$ cat src/sbmd_pkg.sv
// Shared widths, constants, types and helpers for the soft brush mask dab pipeline.
package sbmd_pkg;

  // Input position format and fixed register widths.
  localparam int COORD_BITS = 12;
  localparam int FRAC_BITS  = 4;
  localparam int CEN_W      = 17;
  localparam int RAD_W      = 16;
  localparam int HARD_W     = 9;
  localparam int MASK_W     = 8;
  localparam int CFG_DATA_W = 17;
  localparam int CFG_IDX_W  = 3;

  // Geometry widths.
  localparam int POS_W  = COORD_BITS + FRAC_BITS;
  localparam int DIFF_W = ((POS_W > CEN_W) ? POS_W : CEN_W) + 2;
  localparam int ABS_W  = DIFF_W - 1;
  localparam int SQ_W   = 2 * ABS_W;
  localparam int DSQ_W  = SQ_W + 1;
  localparam int RSQ_W  = 2 * RAD_W;
  localparam int RH_W   = RAD_W + HARD_W;

  // Intensity is Q1.16; squares are aligned to the core square format.
  localparam int INT_FRAC   = 16;
  localparam int INT_W      = INT_FRAC + 1;
  localparam int QUO_W      = INT_FRAC;
  localparam int BIG_W      = RSQ_W + INT_FRAC;
  localparam int DROP_SHIFT = 2 * FRAC_BITS;
  localparam int Q8_SHIFT   = 8;

  // Blend arithmetic widths.
  localparam int PROD_W  = MASK_W + INT_W;
  localparam int BLEND_W = MASK_W + INT_FRAC + 2;

  localparam logic [DIFF_W-1:0]  HALF_POS  = DIFF_W'(1 << (FRAC_BITS - 1));
  localparam logic [INT_W-1:0]   ONE_Q16   = {1'b1, {INT_FRAC{1'b0}}};
  localparam logic [HARD_W-1:0]  Q8_ONE    = HARD_W'(256);
  localparam logic [MASK_W-1:0]  MASK_MAX  = {MASK_W{1'b1}};
  localparam logic [BLEND_W-1:0] ROUND_Q16 = BLEND_W'(1 << (INT_FRAC - 1));
  // Largest span that still counts as degenerate: span * 10000 <= 2^(2F+16).
  localparam logic [BIG_W-1:0]   DEGEN_MAX =
    BIG_W'((64'd1 << (2 * FRAC_BITS + INT_FRAC)) / 64'd10000);

  typedef enum logic [CFG_IDX_W-1:0] {
    CFG_CX       = 3'd0,
    CFG_CY       = 3'd1,
    CFG_RADIUS   = 3'd2,
    CFG_HARDNESS = 3'd3,
    CFG_OPACITY  = 3'd4,
    CFG_ERASE    = 3'd5
  } cfg_idx_t;

  // Stroke settings; cx and cy hold two's complement Q.FRAC_BITS values.
  typedef struct packed {
    logic [CEN_W-1:0]  cx;
    logic [CEN_W-1:0]  cy;
    logic [RAD_W-1:0]  rad;
    logic [HARD_W-1:0] hard;
    logic [HARD_W-1:0] opac;
    logic              erase;
  } cfg_t;

  // Per-pixel flags and values that ride alongside the divider.
  typedef struct packed {
    logic [MASK_W-1:0] mask;
    logic              in_disk;
    logic              in_core;
    logic              degen;
    logic [INT_W-1:0]  inten_deg;
  } side_t;

  typedef struct packed {
    side_t            side;
    logic [BIG_W-1:0] num;
    logic [BIG_W-1:0] span;
  } geo_t;

  typedef struct packed {
    side_t            side;
    logic [QUO_W-1:0] quo;
  } div_t;

  // Hardness and opacity above one are treated as one.
  function automatic logic [HARD_W-1:0] sat_q8(input logic [HARD_W-1:0] x);
    return (x > Q8_ONE) ? Q8_ONE : x;
  endfunction

endpackage

$ cat src/sbmd_geom.sv
// Front pipeline: offsets, squares, radius and core tests, falloff operands.
module sbmd_geom
  import sbmd_pkg::*;
(
  input  logic                  clk,
  input  logic                  rst,
  input  cfg_t                  cfg,
  input  logic                  in_valid,
  output logic                  in_ready,
  input  logic [COORD_BITS-1:0] pixel_x,
  input  logic [COORD_BITS-1:0] pixel_y,
  input  logic [MASK_W-1:0]     mask_value,
  output logic                  out_valid,
  input  logic                  out_ready,
  output geo_t                  out_word
);

  function automatic logic [ABS_W-1:0] offset_mag(input logic [COORD_BITS-1:0] p,
                                                  input logic [CEN_W-1:0] c);
    logic [DIFF_W-1:0] d;
    logic [DIFF_W-1:0] n;
    d = {{(DIFF_W - POS_W){1'b0}}, p, {FRAC_BITS{1'b0}}} + HALF_POS
        - {{(DIFF_W - CEN_W){c[CEN_W-1]}}, c};
    n = ~d + 1'b1;
    return d[DIFF_W-1] ? n[ABS_W-1:0] : d[ABS_W-1:0];
  endfunction

  logic en;

  // Stage 1
  logic              v1, rz1;
  logic [ABS_W-1:0]  ax1, ay1;
  logic [RSQ_W-1:0]  rsq1, rsq1_next;
  logic [RH_W-1:0]   rh1, rh1_next;
  logic [MASK_W-1:0] mv1;
  // Stage 2
  logic              v2, rz2;
  logic [SQ_W-1:0]   sqx2, sqy2;
  logic [BIG_W-1:0]  core2;
  logic [RSQ_W-1:0]  rsq2;
  logic [MASK_W-1:0] mv2;
  logic [2*RH_W-1:0] core_full;
  // Stage 3
  logic              v3, rz3;
  logic [DSQ_W-1:0]  dsq3;
  logic [BIG_W-1:0]  bigr3, core3, span3;
  logic [RSQ_W-1:0]  rsq3;
  logic [MASK_W-1:0] mv3;
  logic [BIG_W-1:0]  bigr_next;
  // Stage 4
  logic              v4, ins4, hit4, dg4;
  logic [BIG_W-1:0]  num4, drop4, span4;
  logic [MASK_W-1:0] mv4;
  logic [BIG_W-1:0]  bigd, dmc;
  // Stage 5
  logic              v5, ins5, hit5, dg5;
  logic [INT_W-1:0]  deg5, deg_next;
  logic [BIG_W-1:0]  num5, span5;
  logic [MASK_W-1:0] mv5;

  assign en       = !v5 || out_ready;
  assign in_ready = en;

  always_comb begin
    rsq1_next = cfg.rad * cfg.rad;
    rh1_next  = cfg.rad * sat_q8(cfg.hard);
    core_full = rh1 * rh1;
    bigr_next = {rsq2, {INT_FRAC{1'b0}}};
    bigd      = {dsq3[RSQ_W-1:0], {INT_FRAC{1'b0}}};
    dmc       = bigd - core3;
    deg_next  = (drop4 >= BIG_W'(ONE_Q16)) ? '0 : ONE_Q16 - drop4[INT_W-1:0];
  end

  always_ff @(posedge clk) begin
    if (rst) begin
      v1 <= 1'b0;
      v2 <= 1'b0;
      v3 <= 1'b0;
      v4 <= 1'b0;
      v5 <= 1'b0;
    end else if (en) begin
      v1 <= in_valid;
      v2 <= v1;
      v3 <= v2;
      v4 <= v3;
      v5 <= v4;
    end
  end

  always_ff @(posedge clk) begin
    if (en) begin
      ax1   <= offset_mag(pixel_x, cfg.cx);
      ay1   <= offset_mag(pixel_y, cfg.cy);
      rsq1  <= rsq1_next;
      rh1   <= rh1_next;
      rz1   <= (cfg.rad == '0);
      mv1   <= mask_value;

      sqx2  <= ax1 * ax1;
      sqy2  <= ay1 * ay1;
      core2 <= core_full[BIG_W-1:0];
      rsq2  <= rsq1;
      rz2   <= rz1;
      mv2   <= mv1;

      dsq3  <= {1'b0, sqx2} + {1'b0, sqy2};
      bigr3 <= bigr_next;
      core3 <= core2;
      span3 <= bigr_next - core2;
      rsq3  <= rsq2;
      rz3   <= rz2;
      mv3   <= mv2;

      ins4  <= !rz3 && (dsq3 <= {{(DSQ_W - RSQ_W){1'b0}}, rsq3});
      hit4  <= (bigd <= core3);
      dg4   <= (span3 <= DEGEN_MAX);
      num4  <= bigr3 - bigd;
      drop4 <= dmc >> DROP_SHIFT;
      span4 <= span3;
      mv4   <= mv3;

      ins5  <= ins4;
      hit5  <= hit4;
      dg5   <= dg4;
      deg5  <= deg_next;
      num5  <= num4;
      span5 <= span4;
      mv5   <= mv4;
    end
  end

  assign out_valid               = v5;
  assign out_word.side.mask      = mv5;
  assign out_word.side.in_disk   = ins5;
  assign out_word.side.in_core   = hit5;
  assign out_word.side.degen     = dg5;
  assign out_word.side.inten_deg = deg5;
  assign out_word.num            = num5;
  assign out_word.span           = span5;

endmodule

$ cat config.mk
export PLATFORM = sky130hd
export DESIGN_NAME = sbmd_geom
export DESIGN_NICKNAME = d
export VERILOG_FILES = /design/src/sbmd_pkg.sv /design/src/sbmd_geom.sv
export SDC_FILE = /design/constraint.sdc
export NUM_CORES = 2
export LEC_CHECK = 0
export BUFFER_PORTS_ARGS = -buffer_cell sky130_fd_sc_hd__buf_2
export CAP_MARGIN = 15
export CORE_MARGIN = 2
export CORE_UTILIZATION = 41
export CTS_BUF_LIST = sky130_fd_sc_hd__clkbuf_16
export CTS_CLUSTER_DIAMETER = 100
export DETAILED_ROUTE_END_ITERATION = 6
export PLACE_DENSITY = 0.65
export SKIP_CTS_REPAIR_TIMING = 1
export SLEW_MARGIN = 20
export SYNTH_ARGS = -nofsm -noshare
export SYNTH_HDL_FRONTEND = slang
export SYNTH_SLANG_ARGS = --single-unit
$ cat constraint.sdc
create_clock -name clk -period 44.9 [get_ports clk]
set_input_delay 6.735 -clock clk [delete_from_list [all_inputs] [get_ports clk]]
set_output_delay 6.735 -clock clk [all_outputs]
set_load 0.1 [all_outputs]
==> results_dict.tcl <==
set metrics [dict create \
    drt_iter0_markers 2509 \
    postSynthRegisterBits 670 \
    ctsRootBufferMaster "clkbuf_16" \
    area_of_the_die_mm2 0.191 \
    max_cap_violations 0 \
    clockBufferDepth 3 \
    min-delay-path-class "register to register" \
    yosysTopAreaCell "fa_1" \
    post-synth-top-count-cell "inv_1" \
    finalNetCount 9517 \
    first_global_vias 53700 \
    synth_cell_type_count 100 \
    clock_skew_ns 0.0433 \
    synth_top_area_share_pct 30.4 \
    maximum_number_of_pins_on_one_net_before_global_route_repair 90 \
    worst_ep_required_ns 38.17 \
    detail_route.drc_violations 0 \
    ioPinCount 231 \
    end_kind "output pin" \
    finalHoldViolations 0 \
    global_route.usage.total_pct 18.1 \
    layout-drive-gt1-share_pct 5.72 \
    vias_per_cell 4.90 \
    areaGrowthSynthToFinish_pct 8.15 \
    detailroute.via_count 49300 \
    antenna_found_initial 2 \
    filler_cells_inserted 17400 \
    worst_slew_pin_slew_ns 1.07 \
    ys_seq_area_share_pct 26.1 \
    critical_path.startpoint_type "input pin" \
    final_antenna_net_count 0 \
    postRouteWirelength_um 169000 \
    dp_hpwl_um 136000 \
    worstPathMaxFanout 11 \
    worstPathArrival_ns 7.55 \
    finalCriticalPeriod_ns 14.29 \
    criticalPathCategory "input pin to output pin" \
    syn_avg_cell_area_um2 10.4 \
    synth_edf_count 665 \
    unrepaired_setup_endpoints_after_global_routing "no" \
    status "completed" \
    rows 158 \
    final_cells 10000 \
    clock_sink_count 670 \
    postLayoutCellArea_mm2 0.0830 \
    report.final.setup_viol 0 \
    wl_per_cell_um 16.8 \
    gp_routability_congestion 0.868 \
    post_synth_instance_area_mm2 0.0768 \
    async_reset_ff_share_pct 0 \
    max-slew-margin-rel_pct 28.2 \
    slew_violations 0 \
    synthTopCellsByCount "inv_1 (1832), fa_1 (1164), ha_1 (733), edfxtp_1 (665), nand2_1 (580)" \
    postLayoutCoreUtil_pct 44.7 \
    design.core.area_mm2 0.186 \
    placed_area_mm2 0.0805 \
    finalCritPeriodShare_pct 31.8 \
    synthFlopType "edfxtp_1" \
    wire_length_of_the_first_global_routing_pass_um 276000 \
    cell_count_after_synthesis 7354 \
    dr.pass1.iters 6 \
    die_h_um 437 \
    maxClockFrequency_mhz 70.0 \
    port_buffers 204 \
    synth-warning-count 0 \
    setup_total_neg_slack_ns 0 \
    placedCellCount 9917 \
    initial_util_pct 41.3 \
    synth.top_cells.by_area "fa_1 (30%), edfxtp_1 (26%), ha_1 (12%)" \
    tritoncts "yes" \
    die_w_um 437 \
    cts-htree-levels 3 \
    cts_buf_count 76 \
    clk-insertion-delay-late_ns 0.69 \
    clkTransAtPathRegs_ns 0.06 \
    globalRoute.totalOverflow 0 \
]
==> per-layer routing <==
metal	track usage, %	vias up	wire (µm)
li1	-	23300	-
met1	21.5	24700	68100
met2	33.4	971	88000
met3	2.25	281	6800
met4	6.23	0	5760
met5	0	-	0
==> per-stage QoR <==
step           hold WS (ns)  worst slack (ns)
6_report              0.390             30.61
5_1_grt               0.408             30.56
4_1_cts               0.391             30.55
3_5_place_dp          0.405             30.55
3_3_place_gp          0.402             30.56
2_1_floorplan         0.400             12.48
==> cell usage in the layout (no fill, tap or decap), drive strengths merged, types with 26 or more instances in the layout <==
cell type / count
nand2: 580
fa: 1164
o21ai: 137
nor3: 49
a21oi: 244
and2: 363
clkbuf: 76
o21bai: 41
nand2b: 49
o21a: 29
nor4: 29
edfxtp: 665
inv: 1847
nor2b: 61
xor2: 125
ha: 733
and3: 26
xnor2: 254
nand4: 34
a31oi: 26
a211oi: 26
nor2: 280
nand3: 45
a21o: 142
buf: 251
==> path summary, 6_finish.rpt <==
check	from	endpoint	slack, ns	cells after the start
setup / recovery	out_ready	in_ready	30.61	3
hold / removal	rsq1[6]$_DFFE_PP_	rsq2[6]$_DFFE_PP_	0.39	0
setup reg to reg	rh1[21]$_DFFE_PP_	core2[46]$_DFFE_PP_	36.54	24
hold reg to reg	rsq1[6]$_DFFE_PP_	rsq2[6]$_DFFE_PP_	0.39	0
==> critical path, stage by stage <==
cell and delay [ns]:
buf_2 0.08, nand2b_4 0.24, buf_2 0.48
==> registers in the layout (all words and copies together), names as in the netlist, 17 cells and up <==
signal / flops
num4: 32
rsq1: 31
rh1: 25
sqy2: 35
drop4: 40
dsq3: 37
span5: 47
core2: 47
num5: 32
span4: 47
sqx2: 35
rsq3: 31
ay1: 18
rsq2: 31
deg5: 17
core3: 47
span3: 46
ax1: 18
==> cell families (layout without fill, tap and decap cells) <==
family	after synthesis	count (layout)	synth area share, %
buffers and inverters	2015	2214	9.96
flip-flops	670	670	26.1
XOR/XNOR	379	379	4.32
AND/OR/NAND/NOR	1599	1599	10.3
adder cells (fa/ha/maj)	1897	1897	42.3
multiplexers	12	12	0.166
other	1	17	0.00488
AO/OA/AOI/OAI	781	781	6.76
==> layout make-up <==
type                            instances  area (µm²)  share of cell area [%]
Inverter                             1832        6880                    8.28
Timing Repair Buffer                  251        1370                    1.65
Clock buffer                           76        1900                    2.29
Antenna cell                            1        2.50                 0.00301
Multi-Input combinational cell       4684       49100                    59.2
Clock inverter                         55         581                   0.699
Tap cell                             2480        3100                    3.74
Sequential cell                       670       20100                    24.2
Power is left out: the tool's default activity adds up to more than one toggle a clock period on the data nets, which glitch-free logic cannot reach.
