===== src/sbmd_pkg.sv =====
// Shared widths, constants, types and helpers for the soft brush mask dab pipeline.
package sbmd_pkg;

  // Input position format and fixed register widths.
  localparam int COORD_BITS = 12;
  localparam int FRAC_BITS  = 4;
  localparam int CEN_W      = 17;
  localparam int RAD_W      = 16;
  localparam int HARD_W     = 9;
  localparam int MASK_W     = 8;
  localparam int CFG_DATA_W = 17;
  localparam int CFG_IDX_W  = 3;

  // Geometry widths.
  localparam int POS_W  = COORD_BITS + FRAC_BITS;
  localparam int DIFF_W = ((POS_W > CEN_W) ? POS_W : CEN_W) + 2;
  localparam int ABS_W  = DIFF_W - 1;
  localparam int SQ_W   = 2 * ABS_W;
  localparam int DSQ_W  = SQ_W + 1;
  localparam int RSQ_W  = 2 * RAD_W;
  localparam int RH_W   = RAD_W + HARD_W;

  // Intensity is Q1.16; squares are aligned to the core square format.
  localparam int INT_FRAC   = 16;
  localparam int INT_W      = INT_FRAC + 1;
  localparam int QUO_W      = INT_FRAC;
  localparam int BIG_W      = RSQ_W + INT_FRAC;
  localparam int DROP_SHIFT = 2 * FRAC_BITS;
  localparam int Q8_SHIFT   = 8;

  // Blend arithmetic widths.
  localparam int PROD_W  = MASK_W + INT_W;
  localparam int BLEND_W = MASK_W + INT_FRAC + 2;

  localparam logic [DIFF_W-1:0]  HALF_POS  = DIFF_W'(1 << (FRAC_BITS - 1));
  localparam logic [INT_W-1:0]   ONE_Q16   = {1'b1, {INT_FRAC{1'b0}}};
  localparam logic [HARD_W-1:0]  Q8_ONE    = HARD_W'(256);
  localparam logic [MASK_W-1:0]  MASK_MAX  = {MASK_W{1'b1}};
  localparam logic [BLEND_W-1:0] ROUND_Q16 = BLEND_W'(1 << (INT_FRAC - 1));
  // Largest span that still counts as degenerate: span * 10000 <= 2^(2F+16).
  localparam logic [BIG_W-1:0]   DEGEN_MAX =
    BIG_W'((64'd1 << (2 * FRAC_BITS + INT_FRAC)) / 64'd10000);

  typedef enum logic [CFG_IDX_W-1:0] {
    CFG_CX       = 3'd0,
    CFG_CY       = 3'd1,
    CFG_RADIUS   = 3'd2,
    CFG_HARDNESS = 3'd3,
    CFG_OPACITY  = 3'd4,
    CFG_ERASE    = 3'd5
  } cfg_idx_t;

  // Stroke settings; cx and cy hold two's complement Q.FRAC_BITS values.
  typedef struct packed {
    logic [CEN_W-1:0]  cx;
    logic [CEN_W-1:0]  cy;
    logic [RAD_W-1:0]  rad;
    logic [HARD_W-1:0] hard;
    logic [HARD_W-1:0] opac;
    logic              erase;
  } cfg_t;

  // Per-pixel flags and values that ride alongside the divider.
  typedef struct packed {
    logic [MASK_W-1:0] mask;
    logic              in_disk;
    logic              in_core;
    logic              degen;
    logic [INT_W-1:0]  inten_deg;
  } side_t;

  typedef struct packed {
    side_t            side;
    logic [BIG_W-1:0] num;
    logic [BIG_W-1:0] span;
  } geo_t;

  typedef struct packed {
    side_t            side;
    logic [QUO_W-1:0] quo;
  } div_t;

  // Hardness and opacity above one are treated as one.
  function automatic logic [HARD_W-1:0] sat_q8(input logic [HARD_W-1:0] x);
    return (x > Q8_ONE) ? Q8_ONE : x;
  endfunction

endpackage


===== src/sbmd_blend.sv =====
// Back pipeline: intensity select, opacity scaling, blend, rounding and clamp.
module sbmd_blend
  import sbmd_pkg::*;
(
  input  logic              clk,
  input  logic              rst,
  input  cfg_t              cfg,
  input  logic              in_valid,
  output logic              in_ready,
  input  div_t              in_word,
  output logic              out_valid,
  input  logic              out_ready,
  output logic [MASK_W-1:0] new_mask_value,
  output logic              inside_brush
);

  logic en;

  // Stage A
  logic                      va, ins_a, ers_a, oz_a;
  logic [MASK_W-1:0]         mv_a;
  logic [INT_W-1:0]          scl_a;
  logic [INT_W-1:0]          inten_sel;
  logic [INT_W+HARD_W-1:0]   scl_full;
  // Stage B
  logic                      vb, ins_b, ers_b, oz_b;
  logic [MASK_W-1:0]         mv_b, mul_b;
  logic [PROD_W-1:0]         prod_b;
  // Stage C
  logic                      vc, ins_c, ers_c, oz_c;
  logic [MASK_W-1:0]         mv_c, res_c, res_next;
  logic [BLEND_W-1:0]        base, paint_sum, erase_sum;

  assign en       = !vc || out_ready;
  assign in_ready = en;

  always_comb begin
    if (in_word.side.in_core) begin
      inten_sel = ONE_Q16;
    end else if (in_word.side.degen) begin
      inten_sel = in_word.side.inten_deg;
    end else begin
      inten_sel = {1'b0, in_word.quo};
    end
    scl_full = inten_sel * sat_q8(cfg.opac);
    mul_b    = ers_a ? mv_a : MASK_MAX - mv_a;

    base      = {{(BLEND_W - MASK_W - INT_FRAC){1'b0}}, mv_b, {INT_FRAC{1'b0}}};
    paint_sum = base + {{(BLEND_W - PROD_W){1'b0}}, prod_b} + ROUND_Q16;
    erase_sum = base - {{(BLEND_W - PROD_W){1'b0}}, prod_b} + ROUND_Q16;
    if (!ins_b) begin
      res_next = mv_b;
    end else if (ers_b) begin
      res_next = erase_sum[INT_FRAC +: MASK_W];
    end else if (|paint_sum[BLEND_W-1:INT_FRAC+MASK_W]) begin
      res_next = MASK_MAX;
    end else begin
      res_next = paint_sum[INT_FRAC +: MASK_W];
    end
  end

  always_ff @(posedge clk) begin
    if (rst) begin
      va <= 1'b0;
      vb <= 1'b0;
      vc <= 1'b0;
    end else if (en) begin
      va <= in_valid;
      vb <= va;
      vc <= vb;
    end
  end

  always_ff @(posedge clk) begin
    if (en) begin
      mv_a   <= in_word.side.mask;
      ins_a  <= in_word.side.in_disk;
      ers_a  <= cfg.erase;
      oz_a   <= (cfg.opac == '0);
      scl_a  <= scl_full[Q8_SHIFT +: INT_W];

      mv_b   <= mv_a;
      ins_b  <= ins_a;
      ers_b  <= ers_a;
      oz_b   <= oz_a;
      prod_b <= mul_b * scl_a;

      mv_c   <= mv_b;
      ins_c  <= ins_b;
      ers_c  <= ers_b;
      oz_c   <= oz_b;
      res_c  <= res_next;
    end
  end

  assign out_valid      = vc;
  assign new_mask_value = res_c;
  assign inside_brush   = ins_c;

`ifndef SYNTHESIS
  a_outside_keeps: assert property (@(posedge clk) disable iff (rst)
    vc && !ins_c |-> res_c == mv_c)
    else $error("pixel outside the brush was changed");

  a_erase_lowers: assert property (@(posedge clk) disable iff (rst)
    vc && ins_c && ers_c |-> res_c <= mv_c)
    else $error("erase raised a mask value");

  a_paint_raises: assert property (@(posedge clk) disable iff (rst)
    vc && ins_c && !ers_c |-> res_c >= mv_c)
    else $error("paint lowered a mask value");

  a_zero_opacity: assert property (@(posedge clk) disable iff (rst)
    vc && ins_c && oz_c |-> res_c == mv_c)
    else $error("zero opacity changed a mask value");
`endif

endmodule


===== config.mk =====
export PLATFORM = sky130hd
export DESIGN_NAME = sbmd_blend
export DESIGN_NICKNAME = d
export VERILOG_FILES = /design/src/sbmd_pkg.sv /design/src/sbmd_blend.sv
export SDC_FILE = /design/constraint.sdc
export NUM_CORES = 1
export LEC_CHECK = 0
export BUFFER_PORTS_ARGS = -buffer_cell sky130_fd_sc_hd__clkbuf_2
export CAP_MARGIN = 0
export CORE_ASPECT_RATIO = 1.4
export CORE_MARGIN = 4
export CORE_UTILIZATION = 43
export DETAILED_ROUTE_END_ITERATION = 12
export PLACE_DENSITY = 0.7
export RECOVER_POWER = 100
export SLEW_MARGIN = 20
export SYNTH_ARGS = -nofsm -noshare
export SYNTH_HDL_FRONTEND = slang
export SYNTH_SLANG_ARGS = --single-unit

===== constraint.sdc =====
create_clock -name clk -period 14.4 [get_ports clk]
set_input_delay 2.88 -clock clk [delete_from_list [all_inputs] [get_ports clk]]
set_output_delay 2.88 -clock clk [all_outputs]
set_load 0.05 [all_outputs]

==> results of run 1 <==
## metal layers
layer	global-route usage (%)	wire (um)	vias to the layer above
met2	34.3	14300	242
met4	6.05	685	0
met1	19.4	9740	4360
li1	-	-	4137
met5	0	0	-
met3	2.23	1130	58
## worst max-delay path: stages
cell       delay, ps
clkbuf_1         470
nor2b_1         1150
nand2_1          190
fa_1             590
inv_1             50
fa_1             490
inv_1             50
fa_1             460
fa_1             540
inv_1             50
ha_1             300
nand4b_1         110
nor4_1           310
a221o_1          340
o2bb2ai_1        290
a311oi_1         210
o31ai_1          440
a21oi_2          110
xnor2_1          150
## area by class of cell
class | count | area (um2)
Fill cell | 2615 | 14600
Multi-Input combinational cell | 938 | 8740
Sequential cell | 74 | 2190
Inverter | 240 | 901
Tap cell | 370 | 463
Timing Repair Buffer | 73 | 360
Clock buffer | 9 | 225
Clock inverter | 7 | 118
## sequential cells by signal, indices dropped and copies added, names as in the netlist, 8 cells and up
| name | cells |
|---|---|
| prod_b | 25 |
| scl_a | 17 |
| mv_a | 8 |
| mv_b | 8 |
| new_mask_value | 8 |
## cells by family (layout without fill, tap and decap cells)
family / Yosys count / in the layout / synth area share (%)
AND/OR/NAND/NOR: 450 / 450 / 17.4
flip-flops: 74 / 74 / 18.3
multiplexers: 20 / 20 / 1.82
adder cells (fa/ha/maj): 296 / 296 / 43.2
buffers and inverters: 275 / 329 / 8.69
XOR/XNOR: 48 / 48 / 3.51
AO/OA/AOI/OAI: 124 / 124 / 7.16
## cell usage after synthesis (2+ instances only)
cell type | number | area [um2]
and2_1 | 76 | 475
nor2_1 | 112 | 420
o21a_1 | 6 | 45.0
or3_1 | 4 | 25.0
fa_1 | 196 | 3920
o211ai_1 | 6 | 45.0
a21o_1 | 10 | 75.1
nor3_1 | 15 | 75.1
nand4_1 | 4 | 25.0
dfxtp_1 | 3 | 60.1
o221ai_1 | 2 | 17.5
a211oi_1 | 2 | 15.0
nor4_1 | 5 | 31.3
mux2i_1 | 17 | 170
nand2_1 | 176 | 661
and3_1 | 3 | 18.8
o21ai_0 | 21 | 105
a211o_1 | 3 | 26.3
nand2b_1 | 12 | 75.1
inv_1 | 240 | 901
a21oi_2 | 2 | 17.5
o21bai_1 | 5 | 37.5
or2_2 | 14 | 87.6
nor4b_1 | 2 | 17.5
a41oi_1 | 2 | 17.5
a21oi_1 | 33 | 165
ha_1 | 100 | 1250
nand4b_1 | 2 | 17.5
xnor2_1 | 39 | 342
buf_1 | 7 | 26.3
edfxtp_1 | 71 | 2130
a311o_1 | 2 | 20.0
o2111ai_1 | 3 | 26.3
nor2b_1 | 12 | 75.1
a221oi_1 | 2 | 17.5
clkbuf_1 | 25 | 93.8
a21boi_0 | 4 | 30.0
nand3_1 | 10 | 50.1
o41ai_1 | 2 | 17.5
a31oi_1 | 7 | 43.8
o31ai_1 | 2 | 15.0
a2111oi_0 | 2 | 17.5
buf_2 | 2 | 10.0
xor2_1 | 9 | 78.8
## per-stage QoR
| step | hold WS, ps | std cells |
|---|---|---|
| finish | 419 | 1711 |
| global placement | 402 | 1695 |
| floorplan | 400 | 1287 |
| detailed placement | 407 | 1695 |
| global route | 438 | 1711 |
| CTS | 422 | 1711 |
## placed cells by master, fill, tap and decap left out, types with 6 or more instances in the layout
master,n
clkbuf_1,14
o21ai_0,21
a21o_1,10
xnor2_1,36
ha_1,100
nor2_1,112
nor2b_1,11
or2_2,14
a21oi_1,34
nand3_1,10
nor4_1,6
and2_1,72
edfxtp_1,71
fa_1,196
nand2_1,176
clkbuf_16,9
inv_1,240
nor3_1,15
o211ai_1,6
a31oi_1,7
clkbuf_2,54
mux2i_1,17
nand2b_1,12
o21a_1,6
xor2_1,9
## worst min-delay path by stage
| stage | from | to | cells past startpoint |
|---|---|---|---|
| CTS | ins_a | ins_b | 0 |
| global placement | ins_a | ins_b | 0 |
| finish | ins_a | ins_b | 0 |
| floorplan | ins_a | ins_b | 0 |
| global route | ins_a | ins_b | 0 |
| detailed placement | ins_a | ins_b | 0 |
==> results.tsv, run 1 <==
stage	metric	value	unit
outcome	status	finished, violations left	
outcome	failing checks	max-capacitance violations, max-slew violations	
die	initial core utilization	43.5	%
placed_design	DP Area	0.0127	mm2
finish	final instance area	0.0130	mm2
detailed_routing	total wire length	25900	um
detailed_routing	DR iter-0 viols	325	
placed_design	port buffer count	68	
sta	number of setup violations in the final report	0	
cts	clk root buf	clkbuf_16	
critical_path	reg2reg setup slack	7390	ps
finish	Final #Nets	1749	
cts	TritonCTS Buffers	9	
detailed_routing	drt wl/cell	15.1	um
global_routing	total track usage	17.6	%
finish	Final Util	47.1	%
synthesis	Mapped Avg Cell Area	9.31	um2
cts	CTS tree	built	
synthesis	synthesized area	0.0120	mm2
cts	Clock Latency Late Sink	330	ps
global_routing	first-pass GRT wire length	44200	um
global_routing	initial antenna violation count	0	
synthesis	Post-synth EDFFs	71	
placed_design	pre-CTS worst setup slack	5580	ps
die	row cnt	72	
synthesis	Synth Instances	1287	
detailed_routing	Antenna Nets Post-Route	0	
sta	Fmax	109	MHz
critical_path	crit path DAT	9210	ps
cts	Max Root-Sink Buffers	2	
placed_design	Final HPWL DP	21300	um
sta	Setup Skew	5.45	ps
critical_path	Setup CP Type	primary input to register	
detailed_routing	TritonRoute pass-1 iters	5	
global_routing	largest net degree at the start of global routing	76	
critical_path	Worst EP required	14470	ps
sta	setup ws final	5260	ps
sta	Setup TNS	0	ps
sta	Worst slew margin	-128	%
cts	post-cts repair resize count	0	
synthesis	Seq/Total Area, Yosys	18.3	%
sta	worst slew pin tran	3430	ps
finish	Area growth, synth to finish	8.41	%
die	die width	149	um
critical_path	Worst R2R Start	ers_a	
sta	minimum clock period	9140	ps
die	Die Ht	206	um
placed_design	Placer Congestion	0.898	
cts	Post-CTS Setup Inserts	0	
critical_path	Worst R2R Path Depth	15	
synthesis	Netlist cell types	59	
cts	H-tree levels	3	
synthesis	prevailing post-synth register cell	edfxtp_1	
die	core area	0.0276	mm2
detailed_routing	DRC violations left	0	
flow_run	Max Cap Violations	3	
finish	Antenna diodes	0	
cts	hold buffer count at cts	0	
critical_path	R2R Path End	prod_b[24]	
cts	clock-pin transition on the worst setup and hold timing paths	60	ps
critical_path	Worst Setup End Kind	register	
min_path	worst min path class	register to register	
finish	layout cells sized above 1	7.23	%
sta	RSZ-0062 raised after global routing	false	
die	die area	0.0307	mm2
die	Ports	128	
critical_path	CP Max Fanout	32	
cts	clk sinks	74	
detailed_routing	Avg Vias per Cell	5.14	
sta	Final Hold Violating Endpoints	0	
detailed_routing	vias post-DR	8797	
synthesis	async set-or-reset flop fraction in the synthesized netlist	0	%
synthesis	flops & latches, synth	74	
global_routing	vias in the first global route	9529	
sta	Max Slew Vio Count	112	
critical_path	Critical Path Source Type	primary input	
synthesis	syn nets	1700	
critical_path	CP Capture Point	scl_a[16]	
synthesis	Yosys warning total	0	
critical_path	CP Launch Point	cfg[9]	
global_routing	gr ovfl total	0	
sta	post-route clock period utilization	63.5	%
Power of run 1 is not shown: default switching activity piles up to over one toggle a cycle in this logic, so the estimate is an artifact.
==> run 2, diff against run 1 <==
--- a/config.mk
+++ b/config.mk
@@ -5,6 +5,7 @@
 export SDC_FILE = /design/constraint.sdc
 export NUM_CORES = 1
 export LEC_CHECK = 0
+export ABC_AREA = 1
 export BUFFER_PORTS_ARGS = -buffer_cell sky130_fd_sc_hd__clkbuf_2
 export CAP_MARGIN = 0
 export CORE_ASPECT_RATIO = 1.4
==> constraint.sdc (replaced) <==
create_clock -name clk -period 8.5 [get_ports clk]
set_input_delay 1.7 -clock clk [delete_from_list [all_inputs] [get_ports clk]]
set_output_delay 1.7 -clock clk [all_outputs]
set_load 0.05 [all_outputs]
==> results.tsv, run 2 <==
stage	metric	value	unit
global_routing	gr ovfl total	0	
cts	TritonCTS Buffers	9	
sta	Final Hold Violating Endpoints	0	
cts	Clock Latency Late Sink	350	ps
critical_path	Critical Path Source Type	primary input	
global_routing	first-pass GRT wire length	50900	um
synthesis	Mapped Avg Cell Area	7.94	um2
critical_path	crit-path max cell delay	600	ps
sta	post-route clock period utilization	85.8	%
synthesis	flops & latches, synth	74	
critical_path	most used cell, CP	inv_1	
outcome	status	finished, violations left	
finish	Area growth, synth to finish	7.28	%
sta	Setup Skew	13.9	ps
finish	most frequent cells in the layout	339 x inv_1, 316 x nand2_1, 245 x nor2_1, 196 x fa_1, 100 x ha_1	
sta	Max Slew Vio Count	75	
die	Ports	128	
detailed_routing	Avg Vias per Cell	5.12	
finish	post-route insts no fill	2048	
critical_path	worst path buffer plus inverter count	8	
critical_path	CP Max Fanout	18	
min_path	Min-Delay Path Depth	0	
finish	max FFs per register	25	
synthesis	Yosys warning total	0	
critical_path	CP max-delay cell	o21ai_0	
cts	post-cts repair resize count	0	
die	row cnt	74	
placed_design	DP Cell Count	2032	
synthesis	count leader, synth	inv_1	
cts	CTS tree	built	
sta	minimum clock period	7290	ps
synthesis	Synth top area share	30.6	%
cts	Max Root-Sink Buffers	2	
cts	clock-pin transition on the worst setup and hold timing paths	70	ps
detailed_routing	DRC violations left	0	
synthesis	top cells by instance count after synthesis	339 x inv_1, 313 x nand2_1, 245 x nor2_1	
synthesis	top cells by area, synth	fa_1 31%, edfxtp_1 17%, inv_1 9.9%, ha_1 9.7%, nand2_1 9.2%	
synthesis	largest area contributor in the netlist	fa_1	
placed_design	DP Area	0.0135	mm2
cts	hold buffer count at cts	0	
critical_path	Worst R2R Path Depth	17	
synthesis	async set-or-reset flop fraction in the synthesized netlist	0	%
critical_path	Setup CP Type	primary input to register	
finish	Biggest register	prod_b	
cts	clk root buf	clkbuf_16	
detailed_routing	total wire length	30100	um
critical_path	critical path cell sequence	clkbuf_1 -> inv_1 -> a31oi_1 -> inv_1 -> nand2_1 -> inv_1 -> nand2_1 -> fa_1 -> fa_1 -> inv_1 -> fa_1 -> inv_1 -> fa_1 -> inv_1 -> ha_1 -> nand2_1 -> inv_1 -> nand4_1 -> o21ai_0 -> nand2_1 -> nand3_1 -> nand2_1	
sta	number of setup violations in the final report	0	
synthesis	Seq/Total Area, Yosys	17.1	%
critical_path	CP delay by family, top	adder cells	
placed_design	port buffer count	68	
die	initial core utilization	43.7	%
critical_path	Worst Setup End Kind	register	
sta	Fmax	137	MHz
cts	H-tree levels	3	
critical_path	Critical Path Stages	22	
die	Die Ht	212	um
synthesis	syn nets	2029	
die	core area	0.0294	mm2
sta	Worst slew margin	-160	%
die	die width	154	um
finish	final instance area	0.0138	mm2
cts	clk sinks	74	
global_routing	vias in the first global route	11300	
detailed_routing	Antenna Nets Post-Route	0	
global_routing	total track usage	19.0	%
synthesis	synthesized area	0.0128	mm2
synthesis	prevailing post-synth register cell	edfxtp_1	
sta	worst slew pin tran	3890	ps
global_routing	initial antenna violation count	0	
synthesis	Synth Instances	1616	
detailed_routing	drt wl/cell	14.7	um
detailed_routing	vias post-DR	10500	
sta	Setup TNS	0	ps
detailed_routing	TritonRoute pass-1 iters	6	
placed_design	Final HPWL DP	25500	um
critical_path	crit path DAT	7400	ps
outcome	failing checks	max-capacitance violations, max-slew violations	
flow_run	Max Cap Violations	1	
placed_design	Placer Congestion	0.912	
synthesis	Post-synth EDFFs	71	
finish	Largest regs	prod_b (25), scl_a (17)	
die	die area	0.0327	mm2
min_path	worst min path class	register to register	
sta	RSZ-0062 raised after global routing	false	
finish	Antenna diodes	0	
global_routing	largest net degree at the start of global routing	75	
finish	Final #Nets	2076	
synthesis	Netlist cell types	42	
finish	commonest non-fill, non-tap cell in the layout	inv_1	
critical_path	Worst EP required	8610	ps
finish	layout cells sized above 1	6.12	%
cts	Post-CTS Setup Inserts	0	
detailed_routing	DR iter-0 viols	406	
-- run 2: cell count changes in the layout (fill, tap and decap cells not counted), sizes merged, moves of 15 or more --
cell	previous run	this run
a21oi	35	73
and2	76	1
inv	240	349
mux2i	19	0
nand2	176	326
nand3	10	47
nand4	4	19
nor2	112	247
o21ai	21	47
xnor2	39	15
xor2	9	26
-- run 2: worst paths after layout --
check	from	endpoint	slack (ps)
worst min-delay path	ins_a	ins_b	420
worst max-delay path	cfg[9]	scl_a[13]	1210
worst max register to register	ers_a	prod_b[19]	2780
worst min register to register	ins_a	ins_b	420
-- run 2: logic make-up (layout without fill, tap and decap cells) --
family,count (synthesis),in the layout,share of synthesized area (%)
buffers and inverters,379,431,11.4
AOI/OAI and AO/OA,142,142,6.02
DFF,74,74,17.1
xor gates and xnor gates,41,41,2.80
and+or+nand+nor,684,684,22.4
adders and majority gates,296,296,40.3
-- run 2: layout make-up --
| class | count | area (um2) |
|---|---|---|
| Tap cell | 380 | 475 |
| Timing Repair Buffer | 69 | 328 |
| Clock buffer | 9 | 225 |
| Multi-Input combinational cell | 1163 | 9160 |
| Clock inverter | 7 | 85.1 |
| Fill cell | 2838 | 15600 |
| Sequential cell | 74 | 2190 |
| Inverter | 346 | 1300 |
-- run 2: routing by layer --
| metal | up-vias | part of all wire, % | GRT usage [%] |
|---|---|---|---|
| met5 | - | 0 | 0 |
| met4 | 0 | 5.6 | 10.1 |
| met3 | 100 | 2.9 | 1.69 |
| met2 | 269 | 56 | 38.4 |
| met1 | 5069 | 35 | 18.7 |
| li1 | 5045 | - | - |
-- run 2: metrics by stage --
step	hold slack [ps]	setup WS (ps)	util (%)
floorplan	400	2360	-
global placement	401	1480	46.0
detailed placement	407	1420	46.0
CTS	425	1790	47.0
global route	441	898	46.9
finish	422	1210	46.9
Power of run 2 is left out for the same reason.
==> run 3, diff against run 2 <==
--- a/config.mk
+++ b/config.mk
@@ -12,8 +12,10 @@
 export CORE_MARGIN = 4
 export CORE_UTILIZATION = 43
 export DETAILED_ROUTE_END_ITERATION = 12
+export GPL_TIMING_DRIVEN = 0
 export PLACE_DENSITY = 0.7
 export RECOVER_POWER = 100
+export REMOVE_ABC_BUFFERS = 1
 export SLEW_MARGIN = 20
 export SYNTH_ARGS = -nofsm -noshare
 export SYNTH_HDL_FRONTEND = slang
==> results.tsv, run 3 (same netlist as run 2, synthesis figures left out) <==
stage	metric	value	unit
cts	H-tree levels	3	
flow_run	Max Cap Violations	1	
global_routing	initial antenna violation count	0	
global_routing	largest net degree at the start of global routing	56	
finish	layout cells sized above 1	6.24	%
sta	Max Slew Vio Count	56	
placed_design	port buffer count	68	
global_routing	vias in the first global route	11400	
sta	worst slew pin tran	2920	ps
cts	clock-pin transition on the worst setup and hold timing paths	70	ps
critical_path	Worst EP required	8610	ps
sta	Fmax	138	MHz
sta	number of setup violations in the final report	0	
finish	Largest regs	prod_b (25), scl_a (17)	
detailed_routing	DRC violations left	0	
sta	Worst slew margin	-94.5	%
finish	Final Util	46.9	%
critical_path	Setup CP Type	primary input to register	
placed_design	Placer Congestion	0.891	
die	core area	0.0294	mm2
critical_path	Worst Setup End Kind	register	
detailed_routing	drt wl/cell	14.8	um
finish	most frequent cells in the layout	338 x inv_1, 317 x nand2_1, 245 x nor2_1, 196 x fa_1, 100 x ha_1	
min_path	worst min path class	register to register	
die	row cnt	74	
detailed_routing	total wire length	30300	um
sta	Setup TNS	0	ps
finish	Final #Nets	2076	
cts	hold buffer count at cts	0	
detailed_routing	DR iter-0 viols	387	
outcome	failing checks	max-capacitance violations, max-slew violations	
detailed_routing	Antenna Nets Post-Route	0	
finish	Area growth, synth to finish	7.29	%
critical_path	CP Max Fanout	18	
placed_design	pre-CTS worst setup slack	1420	ps
sta	Final Hold Violating Endpoints	0	
cts	Max Root-Sink Buffers	2	
finish	Antenna diodes	0	
detailed_routing	Avg Vias per Cell	5.11	
finish	max FFs per register	25	
cts	clk root buf	clkbuf_16	
cts	Post-CTS Setup Inserts	0	
sta	minimum clock period	7270	ps
global_routing	first-pass GRT wire length	50800	um
outcome	status	finished, violations left	
cts	TritonCTS Buffers	9	
die	initial core utilization	43.7	%
critical_path	crit path DAT	7380	ps
placed_design	Final HPWL DP	25800	um
cts	post-cts repair resize count	0	
finish	Biggest register	prod_b	
die	die width	154	um
finish	commonest non-fill, non-tap cell in the layout	inv_1	
sta	setup ws final	1230	ps
cts	Clock Latency Late Sink	360	ps
die	die area	0.0327	mm2
die	Die Ht	212	um
die	Ports	128	
critical_path	Critical Path Source Type	primary input	
placed_design	DP Cell Count	2032	
sta	Setup Skew	9.90	ps
sta	post-route clock period utilization	85.5	%
cts	clk sinks	74	
global_routing	total track usage	19.0	%
cts	CTS tree	built	
finish	post-route insts no fill	2048	
detailed_routing	TritonRoute pass-1 iters	5	
sta	RSZ-0062 raised after global routing	false	
detailed_routing	vias post-DR	10500	
global_routing	gr ovfl total	0	
-- run 3: cell count changes in the layout (fill, tap and decap cells not counted), sizes merged --
cell / change
clkinvlp: +2
clkinv: -1
inv: -1
-- run 3: metrics by stage --
stage	hold WS (ps)	area (um2)
detailed placement	413	13500
finish	426	13800
floorplan	400	12700
global route	436	13800
CTS	429	13800
global placement	401	13500
-- run 3: worst paths after layout --
| path | cells after the start | slack, ps | end | from |
|---|---|---|---|---|
| max | 19 | 1230 | scl_a[14] | in_word[33] |
| min | 0 | 430 | ins_b | ins_a |
| max reg2reg | 19 | 2840 | prod_b[24] | ers_a |
| min reg2reg | 0 | 430 | ins_b | ins_a |
-- run 3: area by class of cell --
type | count | area [um2]
Clock buffer | 9 | 225
Clock inverter | 7 | 82.6
Fill cell | 2850 | 15600
Inverter | 346 | 1300
Multi-Input combinational cell | 1163 | 9170
Sequential cell | 74 | 2190
Tap cell | 380 | 475
Timing Repair Buffer | 69 | 328
-- run 3: layer usage --
layer  GRT usage [%]  share of wire (%)  up-vias
met3            1.85                3.3      102
met5               0                  0        -
met2            38.2                 56      284
met1            18.9                 36     5045
li1                -                  -     5044
met4            9.84                5.1        0
-- run 3: critical path: stages --
cell and delay [ps]:
clkbuf_1 540, clkinvlp_2 800, nor2_1 300, nor3_1 180
inv_1 180, nor2_1 90, fa_1 530, fa_1 520
fa_1 540, inv_1 50, fa_1 530, inv_1 40
ha_1 360, nand2_1 150, o21ai_0 300, a21oi_1 110
nand2_1 190, a21oi_1 110, xor2_1 140
Power of run 3 is left out for the same reason.
